File: src/rtl/llq_pkg.sv
// ============================================================================
// llq_pkg - linked list queue manager package
// Sizes, op and status codes, and the request/response words passed between
// the unit's register stages and its list engine.
// ============================================================================
package llq_pkg;

  localparam int NODES = 32;
  localparam int LISTS = 8;

  // field widths of the command and result words
  localparam int OP_W     = 3;
  localparam int LIST_W   = 3;
  localparam int NODE_W   = 5;
  localparam int STATUS_W = 2;
  localparam int LEN_W    = 6;

  // link pointers carry one extra code (NODES) meaning "none"
  localparam int PTR_W      = $clog2(NODES + 1);
  localparam int NODE_IDX_W = $clog2(NODES);
  localparam int LIST_IDX_W = (LISTS > 1) ? $clog2(LISTS) : 1;

  typedef logic [PTR_W-1:0]      ptr_t;
  typedef logic [NODE_IDX_W-1:0] node_idx_t;
  typedef logic [LIST_IDX_W-1:0] list_idx_t;

  localparam ptr_t NONE_PTR = PTR_W'(NODES);
  localparam ptr_t MAX_CNT  = PTR_W'(NODES);

  typedef enum logic [OP_W-1:0] {
    OP_CLEAR    = 3'd0,
    OP_PUSH     = 3'd1,
    OP_INSERT   = 3'd2,
    OP_POP      = 3'd3,
    OP_REMOVE   = 3'd4,
    OP_CONTAINS = 3'd5
  } op_e;

  typedef enum logic [STATUS_W-1:0] {
    ST_OK      = 2'd0,
    ST_EMPTY   = 2'd1,
    ST_LINKED  = 2'd2,
    ST_MISSING = 2'd3
  } status_e;

  typedef struct packed {
    logic [OP_W-1:0]   op;
    logic [LIST_W-1:0] list_id;
    logic [NODE_W-1:0] node_id;
    logic [NODE_W-1:0] position_id;
  } req_t;

  typedef struct packed {
    logic [STATUS_W-1:0] status;
    logic [NODE_W-1:0]   popped_node;
    logic                found;
    logic [LEN_W-1:0]    list_length;
  } rsp_t;

  function automatic logic is_node(ptr_t p);
    return int'(p) < NODES;
  endfunction

endpackage

File: src/rtl/llq_engine.sv
// ============================================================================
// llq_engine - list table and link update
// Holds head/tail/count per list and prev/next/mark/owner per node. Decodes
// one registered command word and applies all its link writes at the next
// edge; the response word is combinational for the result register.
// ============================================================================
module llq_engine import llq_pkg::*; (
  input  logic clk_i,
  input  logic rst_ni,
  input  logic req_vld_i,
  input  req_t req_i,
  output rsp_t rsp_o
);

  ptr_t      head_q [LISTS];
  ptr_t      tail_q [LISTS];
  ptr_t      cnt_q  [LISTS];
  ptr_t      next_q [NODES];
  ptr_t      prev_q [NODES];
  logic      mark_q [NODES];
  list_idx_t owner_q [NODES];

  list_idx_t lsel;
  logic      list_ok;
  node_idx_t n_idx, pos_idx;
  ptr_t      n_ptr, pos_ptr;
  logic      n_ok, n_in, pos_in;
  ptr_t      head, tail, cnt, cnt_up, cnt_dn, cnt_new;
  logic      t_ok, h_ok;
  ptr_t      ins_p, pop_nx, rem_p, rem_nx;
  logic      ins_p_ok, pop_nx_ok, rem_p_ok, rem_nx_ok;
  logic      do_clr, do_push, do_ins, do_pop, do_rem;
  logic [STATUS_W-1:0] status;

  assign lsel    = req_i.list_id[LIST_IDX_W-1:0];
  assign list_ok = int'(req_i.list_id) < LISTS;
  assign n_idx   = req_i.node_id[NODE_IDX_W-1:0];
  assign pos_idx = req_i.position_id[NODE_IDX_W-1:0];
  assign n_ptr   = PTR_W'(req_i.node_id);
  assign pos_ptr = PTR_W'(req_i.position_id);
  assign n_ok    = is_node(n_ptr);

  assign head = head_q[lsel];
  assign tail = tail_q[lsel];
  assign cnt  = cnt_q[lsel];
  assign t_ok = is_node(tail);
  assign h_ok = is_node(head);

  // membership from owner and mark, no list walk
  assign n_in   = n_ok && mark_q[n_idx] && (owner_q[n_idx] == lsel);
  assign pos_in = is_node(pos_ptr) && mark_q[pos_idx] && (owner_q[pos_idx] == lsel);

  assign ins_p     = prev_q[pos_idx];
  assign ins_p_ok  = is_node(ins_p);
  assign pop_nx    = next_q[head[NODE_IDX_W-1:0]];
  assign pop_nx_ok = is_node(pop_nx);
  assign rem_p_ok  = is_node(prev_q[n_idx]);
  assign rem_nx_ok = is_node(next_q[n_idx]);
  assign rem_p     = rem_p_ok  ? prev_q[n_idx] : NONE_PTR;
  assign rem_nx    = rem_nx_ok ? next_q[n_idx] : NONE_PTR;

  assign cnt_up = (cnt < MAX_CNT) ? cnt + PTR_W'(1) : cnt;
  assign cnt_dn = (cnt != '0) ? cnt - PTR_W'(1) : cnt;

  always_comb begin
    status  = ST_OK;
    do_clr  = 1'b0;
    do_push = 1'b0;
    do_ins  = 1'b0;
    do_pop  = 1'b0;
    do_rem  = 1'b0;
    case (req_i.op)
      OP_CLEAR: begin
        do_clr = 1'b1;
      end
      OP_PUSH: begin
        if (!n_ok)                status  = ST_MISSING;
        else if (mark_q[n_idx])   status  = ST_LINKED;
        else                      do_push = 1'b1;
      end
      OP_INSERT: begin
        // position check goes ahead of the linked check
        if (!n_ok || !pos_in)     status = ST_MISSING;
        else if (mark_q[n_idx])   status = ST_LINKED;
        else                      do_ins = 1'b1;
      end
      OP_POP: begin
        if (!h_ok) status = ST_EMPTY;
        else       do_pop = 1'b1;
      end
      OP_REMOVE: begin
        if (!n_in || cnt == '0) status = ST_MISSING;
        else                    do_rem = 1'b1;
      end
      default: ;
    endcase
  end

  always_comb begin
    cnt_new = cnt;
    if (do_clr)                cnt_new = '0;
    else if (do_push || do_ins) cnt_new = cnt_up;
    else if (do_pop || do_rem)  cnt_new = cnt_dn;
  end

  always_comb begin
    rsp_o = '0;
    if (!list_ok) begin
      rsp_o.status = ST_MISSING;
    end else begin
      rsp_o.status      = status;
      rsp_o.popped_node = do_pop ? head[NODE_W-1:0] : '0;
      rsp_o.found       = do_pop || ((req_i.op == OP_CONTAINS) && n_in);
      rsp_o.list_length = LEN_W'(cnt_new);
    end
  end

  // write order mirrors the sequential update: later writes win on a clash
  always_ff @(posedge clk_i or negedge rst_ni) begin
    if (!rst_ni) begin
      for (int i = 0; i < LISTS; i++) begin
        head_q[i] <= NONE_PTR;
        tail_q[i] <= NONE_PTR;
        cnt_q[i]  <= '0;
      end
      for (int i = 0; i < NODES; i++) begin
        next_q[i] <= NONE_PTR;
        prev_q[i] <= NONE_PTR;
        mark_q[i] <= 1'b0;
      end
    end else if (req_vld_i && list_ok) begin
      if (do_clr) begin
        head_q[lsel] <= NONE_PTR;
        tail_q[lsel] <= NONE_PTR;
      end
      if (do_push) begin
        prev_q[n_idx] <= t_ok ? tail : NONE_PTR;
        next_q[n_idx] <= NONE_PTR;
        if (t_ok) next_q[tail[NODE_IDX_W-1:0]] <= n_ptr;
        else      head_q[lsel] <= n_ptr;
        tail_q[lsel]  <= n_ptr;
        mark_q[n_idx] <= 1'b1;
      end
      if (do_ins) begin
        prev_q[n_idx] <= ins_p_ok ? ins_p : NONE_PTR;
        next_q[n_idx] <= pos_ptr;
        if (ins_p_ok) next_q[ins_p[NODE_IDX_W-1:0]] <= n_ptr;
        else          head_q[lsel] <= n_ptr;
        prev_q[pos_idx] <= n_ptr;
        mark_q[n_idx]   <= 1'b1;
      end
      if (do_pop) begin
        if (pop_nx_ok) begin
          head_q[lsel] <= pop_nx;
          prev_q[pop_nx[NODE_IDX_W-1:0]] <= NONE_PTR;
        end else begin
          head_q[lsel] <= NONE_PTR;
          tail_q[lsel] <= NONE_PTR;
        end
        prev_q[head[NODE_IDX_W-1:0]] <= NONE_PTR;
        next_q[head[NODE_IDX_W-1:0]] <= NONE_PTR;
        mark_q[head[NODE_IDX_W-1:0]] <= 1'b0;
      end
      if (do_rem) begin
        if (rem_p_ok) next_q[rem_p[NODE_IDX_W-1:0]] <= rem_nx;
        else          head_q[lsel] <= rem_nx;
        if (rem_nx_ok) prev_q[rem_nx[NODE_IDX_W-1:0]] <= rem_p;
        else           tail_q[lsel] <= rem_p;
        prev_q[n_idx] <= NONE_PTR;
        next_q[n_idx] <= NONE_PTR;
        mark_q[n_idx] <= 1'b0;
      end
      cnt_q[lsel] <= cnt_new;
    end
  end

  // owner has no reset; only read behind a set mark
  always_ff @(posedge clk_i) begin
    if (req_vld_i && list_ok && (do_push || do_ins)) begin
      owner_q[n_idx] <= lsel;
    end
  end

`ifndef NO_ASSERTIONS
  a_cnt_bound: assert property (@(posedge clk_i) disable iff (!rst_ni)
    req_vld_i |-> (cnt <= MAX_CNT))
    else $error("list count beyond pool size");

  a_pop_ok: assert property (@(posedge clk_i) disable iff (!rst_ni)
    (req_vld_i && rsp_o.found && req_i.op == OP_POP) |-> (rsp_o.status == ST_OK))
    else $error("pop reported found with error status");

  a_err_no_mark_change: assert property (@(posedge clk_i) disable iff (!rst_ni)
    (req_vld_i && rsp_o.status != ST_OK) |->
      !(do_push || do_ins || do_pop || do_rem))
    else $error("failed op changed a linked mark");

  a_push_marks: assert property (@(posedge clk_i) disable iff (!rst_ni)
    (req_vld_i && list_ok && do_push) |=> mark_q[$past(n_idx)])
    else $error("push did not mark the node");
`endif

endmodule

File: src/rtl/linked_list_queue_manager_unit.sv
// ============================================================================
// linked_list_queue_manager_unit - doubly linked list queue manager
// Command register, list engine and result register; one word per cycle.
// ============================================================================
// Path: a word taken into the command register passes the engine into the
//   result register; its result shows on the ports with done_o high for one cycle.
// Throughput: one word per cycle; busy stays low, each word's link update
//   finishes in the engine stage before the next word reaches it.
// Reset: rst_ni clears all lists and links at once; the receiver cannot stall.
module linked_list_queue_manager_unit import llq_pkg::*; (
  input  logic                clk_i,
  input  logic                rst_ni,
  input  logic                start,
  output logic                busy,
  input  logic [OP_W-1:0]     op_i,
  input  logic [LIST_W-1:0]   list_id_i,
  input  logic [NODE_W-1:0]   node_id_i,
  input  logic [NODE_W-1:0]   position_id_i,
  output logic                done_o,
  output logic [STATUS_W-1:0] status_o,
  output logic [NODE_W-1:0]   popped_node_o,
  output logic                found_o,
  output logic [LEN_W-1:0]    list_length_o
);

  req_t req_q;
  logic req_vld_q;
  rsp_t rsp_d, rsp_q;
  logic done_q;

  assign busy = 1'b0;

  always_ff @(posedge clk_i or negedge rst_ni) begin
    if (!rst_ni) begin
      req_vld_q <= 1'b0;
      done_q    <= 1'b0;
    end else begin
      req_vld_q <= start && !busy;
      done_q    <= req_vld_q;
    end
  end

  always_ff @(posedge clk_i) begin
    if (start && !busy) begin
      req_q.op          <= op_i;
      req_q.list_id     <= list_id_i;
      req_q.node_id     <= node_id_i;
      req_q.position_id <= position_id_i;
    end
    if (req_vld_q) begin
      rsp_q <= rsp_d;
    end
  end

  llq_engine u_engine (
    .clk_i     (clk_i),
    .rst_ni    (rst_ni),
    .req_vld_i (req_vld_q),
    .req_i     (req_q),
    .rsp_o     (rsp_d)
  );

  assign done_o        = done_q;
  assign status_o      = rsp_q.status;
  assign popped_node_o = rsp_q.popped_node;
  assign found_o       = rsp_q.found;
  assign list_length_o = rsp_q.list_length;

endmodule

File: config.mk
export PLATFORM = sky130hd
export DESIGN_NAME = linked_list_queue_manager_unit
export DESIGN_NICKNAME = d
export VERILOG_FILES = /design/src/rtl/llq_pkg.sv /design/src/rtl/llq_engine.sv /design/src/rtl/linked_list_queue_manager_unit.sv
export SDC_FILE = /design/constraint.sdc
export NUM_CORES = 2
export LEC_CHECK = 0
export BUFFER_PORTS_ARGS = -buffer_cell sky130_fd_sc_hd__buf_2
export CORE_UTILIZATION = 27
export DETAILED_ROUTE_END_ITERATION = 10
export GPL_TIMING_DRIVEN = 1
export PLACE_DENSITY = 0.51
export SLEW_MARGIN = 30
export SYNTH_ARGS = -nofsm -noshare
export SYNTH_HDL_FRONTEND = slang
export SYNTH_SLANG_ARGS = --single-unit
File: constraint.sdc
create_clock -name clk_i -period 4.2 [get_ports clk_i]
set_input_delay 0.42 -clock clk_i [delete_from_list [all_inputs] [get_ports clk_i]]
set_output_delay 0.42 -clock clk_i [all_outputs]
set_load 0.05 [all_outputs]
; ---- Word level (Yosys, flattened, before mapping)
; Memories as Yosys holds them, arrays and structs flattened. A register that Yosys moved wholly into a read port is not among the register bits.
; Cells that the tools add are included.
[totals]
register_bits = 592
ram_bits = 96
inputBits = 19
output_inout_bits = 16
wordCells = 379
memories = 1
[op_classes]
add_sub_neg = 2
order_cmp = 27
n_eq_ne = 7
n_mux = 147
bitwise_logic = 39
n_reduce_logical = 26
[memory_table]
columns = memory, depth, word_bits, read_ports, rd_ports_with_merged_regs, wr, line
row1 = u_engine.owner_q, 32, 3, 2, 2, 1, llq_engine.sv:21  ; list_idx_t owner_q [NODES];
[ops]
columns = cell, count
row1 = 192-bit 2-to-1 mux, 25
row2 = 192-bit bitwise mux, 8
row3 = 48-bit 2-to-1 mux, 22
row4 = 160-bit AND, 6
row5 = 160-bit NOT, 3
row6 = 48-bit bitwise mux, 7
row7 = 32-bit OR, 8
row8 = 6-bit demux with 5-bit select, 8
row9 = 32-bit 2-to-1 mux, 7
row10 = 6-bit 2-to-1 mux, 32
row11 = 40-bit AND, 4
row12 = 6-bit binary-select mux with 5-bit select, 4
row13 = 32-bit AND, 2
row14 = 32-bit NOT, 2
row15 = 6-bit binary-select mux with 3-bit select, 3
row16 = 6-bit >= comparator (second input constant), 8
row17 = 6-bit by 1-bit less-than comparator with 1-bit output (second input constant), 8
row18 = 5-bit NOT with 6-bit output, 8
row19 = 6-bit less-than comparator (second input constant), 7
row20 = 40-bit NOT, 1
row21 = 8-bit OR, 4
row22 = 1-bit 2-to-1 mux, 19
row23 = 6-bit demux with 3-bit select, 1
row24 = 1-bit logical AND, 15
row25 = 20 further kinds, 36

; ---- Logic depth before layout (Yosys ltp)
[logic_depth]
depth_word = 27
ltp_mapped = 21
mapped_depth_nobuf = 13

; ---- Modules after synthesis
; From an unflattened synthesis, not the netlist that was laid out.
[hier_totals]
cells_unflattened = 6822
area_unflattened_um2 = 55062.8
[modules_own_cells]
columns = module, n_inst, cells_each, area_per_inst_um2, seq_area_each_um2
row1 = llq_engine, 1, 6788, 54100.6, 16996.3
row2 = linked_list_queue_manager_unit, 1, 34, 962.2, 950.9

; ---- Worst setup path after synthesis
; OpenSTA, ideal clock, no wires.
[synth_timing]
path_kind = flip-flop to flip-flop
from = register req_q[11] (netlist name)
to = register u_engine.mark_q[10] (netlist name)
setup_time_ns = 0.137
arrival_ns = 4.363
t_required_ns = 4.063
setup_slack_ns = -0.299
stages_incl_launch_ff = 21
path_buffers = 11
period_less_slack_ns = 4.499
path_cell_list = edfxtp_1 > buf_4 > buf_4 > buf_2 > buf_2 > buf_2 > buf_2 > nor3_1 > a22oi_1 > and3_1 > clkbuf_1 > ha_1 > a41o_1 > nor4bb_1 > clkbuf_1 > buf_2 > clkbuf_1 > clkbuf_1 > a21oi_1 > o21ai_0 > o21ai_0
[synth_between]
elab_chain_len = 15
word_cells_on_any_way = 37
cone_classes = 3 x order compare / 2 x eq/ne / 19 x mux / 5 x bitwise / 8 x reduce/logical
[synth_lines]
columns = element, line
row1 = "start, declared", linked_list_queue_manager_unit.sv:26  ; req_t req_q;
row2 = 3-bit NOT with 4-bit output (not written as such), "llq_engine.sv:43, llq_engine.sv:45"
row3 = 6-bit binary-select mux with 3-bit select, llq_engine.sv:43  ; assign head = head_q[lsel];
row4 = 6-bit 2-to-1 mux (not written as such) (2 in a row), llq_engine.sv:43
row5 = 5-bit NOT with 6-bit output (not written as such), llq_engine.sv:162  ; mark_q[head[NODE_IDX_W-1:0]] <= 1'b0;
row6 = 6-bit >= comparator (not written as such) or 6-bit by 1-bit less-than comparator with 1-bit output (tied branches), llq_engine.sv:162
row7 = 1-bit logical AND (not written as such), llq_engine.sv:162
row8 = 1-bit 2-to-1 mux (not written as such), llq_engine.sv:162
row9 = 1-bit demux with 5-bit select, llq_engine.sv:162
row10 = 32-bit NOT (no source line), -
row11 = 32-bit AND (no source line), -
row12 = 32-bit 2-to-1 mux, llq_engine.sv:152  ; if (do_pop) begin
row13 = 32-bit 2-to-1 mux, llq_engine.sv:131  ; end else if (req_vld_i && list_ok) begin
row14 = 32-bit AND (no source line), -
row15 = 32-bit 2-to-1 mux (*), llq_engine.sv:164  ; if (do_rem) begin
row16 = "end signal, assigned by index", llq_engine.sv:129  ; mark_q[i] <= 1'b0;
row17 = "end signal, assigned by index", llq_engine.sv:150  ; mark_q[n_idx] <= 1'b1;
row18 = "end signal, assigned by index", llq_engine.sv:162
row19 = "end, declared", llq_engine.sv:20  ; logic mark_q [NODES];
; Every way passes the cells marked *; elsewhere a longest branch is shown, timed or not. The select of a mux whose other input is x is not followed.
; A chain may end at the register's enable or synchronous reset.

; ---- Final worst setup path
[layout_timing]
from = register req_q[10] (netlist name)
to = register u_engine.prev_q[160] (netlist name)
[layout_between]
elab_chain_len = 27
word_cells_on_any_way = 66
cone_classes = 7 x order compare / 2 x eq/ne / 40 x mux / 8 x bitwise / 9 x reduce/logical
[layout_lines]
columns = element, line
row1 = 3-bit NOT with 4-bit output (not written as such), "llq_engine.sv:43, llq_engine.sv:44, llq_engine.sv:45"
row2 = 6-bit binary-select mux with 3-bit select, llq_engine.sv:43
row3 = 6-bit 2-to-1 mux (not written as such) (2 in a row), llq_engine.sv:43
row4 = 5-bit NOT with 6-bit output (not written as such), "llq_engine.sv:55, llq_engine.sv:160"
row5 = 6-bit binary-select mux with 5-bit select, llq_engine.sv:55  ; assign pop_nx = next_q[head[NODE_IDX_W-1:0]];
row6 = 6-bit 2-to-1 mux (not written as such) (2 in a row), llq_engine.sv:55
row7 = 5-bit NOT with 6-bit output (not written as such), llq_engine.sv:155  ; prev_q[pop_nx[NODE_IDX_W-1:0]] <= NONE_PTR;
row8 = 6-bit >= comparator (not written as such) or 6-bit by 1-bit less-than comparator with 1-bit output (tied branches), llq_engine.sv:155
row9 = (+9 left out), -
row10 = 192-bit 2-to-1 mux, llq_engine.sv:152
row11 = 192-bit 2-to-1 mux, llq_engine.sv:131
row12 = 192-bit bitwise mux, llq_engine.sv:167  ; if (rem_nx_ok) prev_q[rem_nx[NODE_IDX_W-1:0]] <= rem_p;
row13 = 192-bit 2-to-1 mux, llq_engine.sv:167
row14 = 192-bit 2-to-1 mux, llq_engine.sv:164
row15 = 192-bit 2-to-1 mux, llq_engine.sv:131
row16 = 160-bit AND (no source line), -
row17 = 192-bit 2-to-1 mux (*), llq_engine.sv:164
row18 = "end signal, assigned by index", llq_engine.sv:137  ; prev_q[n_idx] <= t_ok ? tail : NONE_PTR;
row19 = "end signal, assigned by index", llq_engine.sv:145  ; prev_q[n_idx] <= ins_p_ok ? ins_p : NONE_PTR;
row20 = "end signal, assigned by index", llq_engine.sv:167
row21 = "end, declared", llq_engine.sv:19  ; ptr_t prev_q [NODES];
; Marks and branches as above.

==> flow_metrics.tcl <==
set metrics [dict create \
    wire_per_inst_um 36.6 \
    leakage_nw 29.5 \
    setup_viol 70 \
    finalHoldViolCount 0 \
    maxSlewHeadroom 0.275 \
    syn_area_um2 55500 \
    fmax_mhz 227 \
    yosysSeqAreaShare 0.327 \
    root_buffer "clkbuf_16" \
    timing.rr.end "u_engine.prev_q[160]$_DFFE_PN0P_" \
    peakVddDrop_mv 0.384 \
    worstMarginPinSlew_ns 1.09 \
    finalCritPeriodShare 1.05 \
    criticalPathCategory "register to register" \
    cts_tree "yes" \
    reg2reg_setup_slack_ns -0.20 \
    synthTopCellsByCount "nand2_1 (877), nor2_1 (818), a21oi_1 (674)" \
    yosys_warnings 0 \
    h-tree-depth 3 \
    reg2reg_from "req_q[10]$_DFFE_PP_" \
    antenna_found_initial 24 \
    vias_per_cell 6.51 \
    cp_max_fo 19 \
    synth_top_area_share 0.217 \
    seq_area_um2 18200 \
    synth-seq-cells 698 \
    violations "negative setup slack" \
    dieArea_um2 207000 \
    grt_max_degree 196 \
    avgSynthCellArea_um2 8.01 \
    grt_pass1_vias 62400 \
    die_height_um 456 \
    synthCells 6930 \
    io_pins 35 \
    worst-endpoint-arrival_ns 5.05 \
    firstDrtPassIters 9 \
    grt_overflow 0 \
    cts.sinks 698 \
    grt_usage 0.354 \
    initial_core_util 0.271 \
    ant_nets 0 \
    nets 7771 \
    grt_pass1_wl_um 521000 \
    multi_input_area_um2 36100 \
    rr_worst_depth 14 \
    slew_violations 0 \
    dp_hpwl_um 282000 \
    chipWidth_um 456 \
    routed_wirelength_um 386000 \
    setup_slack_ns -0.202 \
    min-delay-path-class "input pin to async pin" \
    drcViolationCount 0 \
    core_um2 205000 \
    finalSetupTns_ns -5.47 \
    yosys-top-cells-area "dfrtp_1 (22%), mux4_2 (6.9%), edfxtp_1 (6.8%), a21oi_1 (6.1%), nand2_1 (5.9%)" \
    whs_ns 0.197 \
    clock_skew_ns 0.0757 \
    outcome "finished with violations" \
    rsz0062_at_grt "true" \
    clk_latency_ns 0.81 \
    synth.most_common_cell "nand2_1" \
    port_buffers 33 \
    synth_edf_count 126 \
    synth_ff_type "dfrtp_1" \
    finalInstanceArea_um2 73800 \
    required_ns 4.85 \
    max_cap_violations 0 \
    vias 68600 \
    syn-num-nets 6952 \
    synth_largest_area_cell "dfrtp_1" \
    max-clock-path-buffers 3 \
    first_iter_violations 11500 \
    ys_types 102 \
    cts.clk_slew.worst_paths_ns 0.06 \
    crit_path_end_kind "register" \
    critPathLaunchType "register" \
    syn_to_final_growth_pct 32.9 \
    n_fill_cell 20900 \
    synthArstFlopShare 0.805 \
    placed_cell_area_um2 67700 \
    num_rows 166 \
    power_density_nw_per_um2 483 \
    fin_crit_ns 4.40 \
    drive_gt1_frac 0.277 \
    cts-buffers-inserted 91 \
    gp_congestion 1.08 \
]
==> placed cells by master, fill, tap and decap left out, types with 23 or more instances in the layout <==
cell type / synthesis / routed
and3_1: 49 / 45
buf_6: 6 / 49
nand2b_1: 27 / 23
nand3_1: 120 / 109
clkbuf_1: 524 / 28
a221oi_2: 0 / 26
buf_2: 89 / 33
a22o_1: 23 / 23
nand4_1: 42 / 42
a22oi_1: 117 / 104
buf_4: 14 / 1151
dfstp_2: 80 / 80
edfxtp_1: 126 / 126
nor3_1: 142 / 123
o2bb2ai_1: 25 / 23
a31oi_1: 97 / 95
mux2_2: 31 / 30
o211ai_1: 195 / 195
mux2i_1: 223 / 206
a221oi_1: 178 / 151
nand2_1: 877 / 853
dfrtp_1: 482 / 481
a32oi_1: 58 / 56
o22ai_1: 211 / 198
inv_1: 63 / 58
or3_1: 39 / 38
nor2_1: 818 / 794
mux4_2: 170 / 170
clkbuf_16: 0 / 98
nor2b_1: 35 / 32
and2_1: 27 / 23
o21a_1: 27 / 25
a211o_1: 36 / 35
o21ai_0: 592 / 571
a21oi_1: 674 / 653
o221ai_1: 48 / 43
buf_12: 0 / 141
a211oi_1: 105 / 98
a21o_1: 139 / 138
==> final cells by class <==
class                   instances  share of cell area
multi-input cells            5480               0.489
flip-flops and latches        698               0.246
repair buffers               1410               0.173
well taps                    2688              0.0456
clock buffers                 139              0.0362
clock inverters                32             0.00616
inverters                      68             0.00353
diodes                          8            0.000271
==> power by group <==
part / internal (mW) / switching [mW]
Combinational: 6.52 / 10.3
Sequential: 8.38 / 1.94
Clock: 4.80 / 3.73
Total: 19.7 / 16.0
==> timing repair <==
action,in CTS,in global routing
hold buffers,17,0
gates resized for setup,146,265
buffers inserted,31,54
pin swaps,55,84
setup endpoints to repair,368,461
hold endpoints to repair,77,0
cloned,4,6
==> metal layers <==
layer  global-route usage  up-vias  wire [µm]
met5                    0        -        311
met4                0.260       24      35600
met3                0.108     1443      48700
met2                0.487     5480     152000
met1                0.463    33700     149000
li1                     -    28000          -
==> cell families after synthesis <==
kind of cell | count (synthesis) | share of synthesized area
fa+ha+maj | 3 | 0.000676
compound gates | 2721 | 0.317
buf+inv | 753 | 0.0547
flops | 698 | 0.327
simple gates | 2322 | 0.184
mux | 425 | 0.116
xor+xnor | 7 | 0.00110
other cells | 1 | 0.0000675
==> state kept, by name, indices dropped and copies added (netlist names), named ones only <==
| name | cells |
|---|---|
| req_q | 16 |
| u_engine.prev_q | 192 |
| u_engine.next_q | 192 |
| req_vld_q | 1 |
| u_engine.tail_q | 48 |
| list_length_o | 6 |
| u_engine.head_q | 48 |
| status_o | 2 |
| u_engine.mark_q | 32 |
| found_o | 1 |
| done_o | 1 |
| u_engine.cnt_q | 48 |
| popped_node_o | 5 |
| u_engine.owner_q | 96 |
==> critical path, stage by stage, from the launching register on <==
cell and delay [ns]:
edfxtp_1 0.47, buf_12 0.18, mux2_4 0.31, a22oi_4 0.30, nand2_8 0.13, buf_4 0.17
buf_12 0.15, mux2i_1 0.17, a22oi_1 0.23, o211ai_1 0.17, or4b_4 0.64, or4_4 0.59
o211ai_4 0.31, nor2_4 0.11, a221o_1 0.32
==> stage by stage <==
step	setup slack, ns	power, mW	instances	utilization
global route	-0.201	36.3	10500	0.361
detailed placement	-0.841	25.0	10200	0.331
finish	-0.202	35.7	10500	0.361
floorplan	0.0000329	16.5	6930	-
CTS	-0.0935	34.1	10500	0.352
global placement	-0.880	25.0	10200	0.331
==> how the worst max path moves through the flow <==
stage                        start                               end  slack [ns]  depth (start not counted)
2_1_floorplan  req_q[10]$_DFFE_PP_   u_engine.prev_q[53]$_DFFE_PN1P_     0.00003                         19
3_3_place_gp   req_q[12]$_DFFE_PP_  u_engine.prev_q[106]$_DFFE_PN0P_       -0.88                         16
3_5_place_dp   req_q[12]$_DFFE_PP_   u_engine.prev_q[58]$_DFFE_PN0P_       -0.84                         18
4_1_cts        req_q[10]$_DFFE_PP_  u_engine.prev_q[160]$_DFFE_PN0P_       -0.09                         14
5_1_grt        req_q[10]$_DFFE_PP_   u_engine.prev_q[62]$_DFFE_PN0P_       -0.20                         17
6_report       req_q[10]$_DFFE_PP_  u_engine.prev_q[160]$_DFFE_PN0P_       -0.20                         14
(Power assumes the default switching activity.)
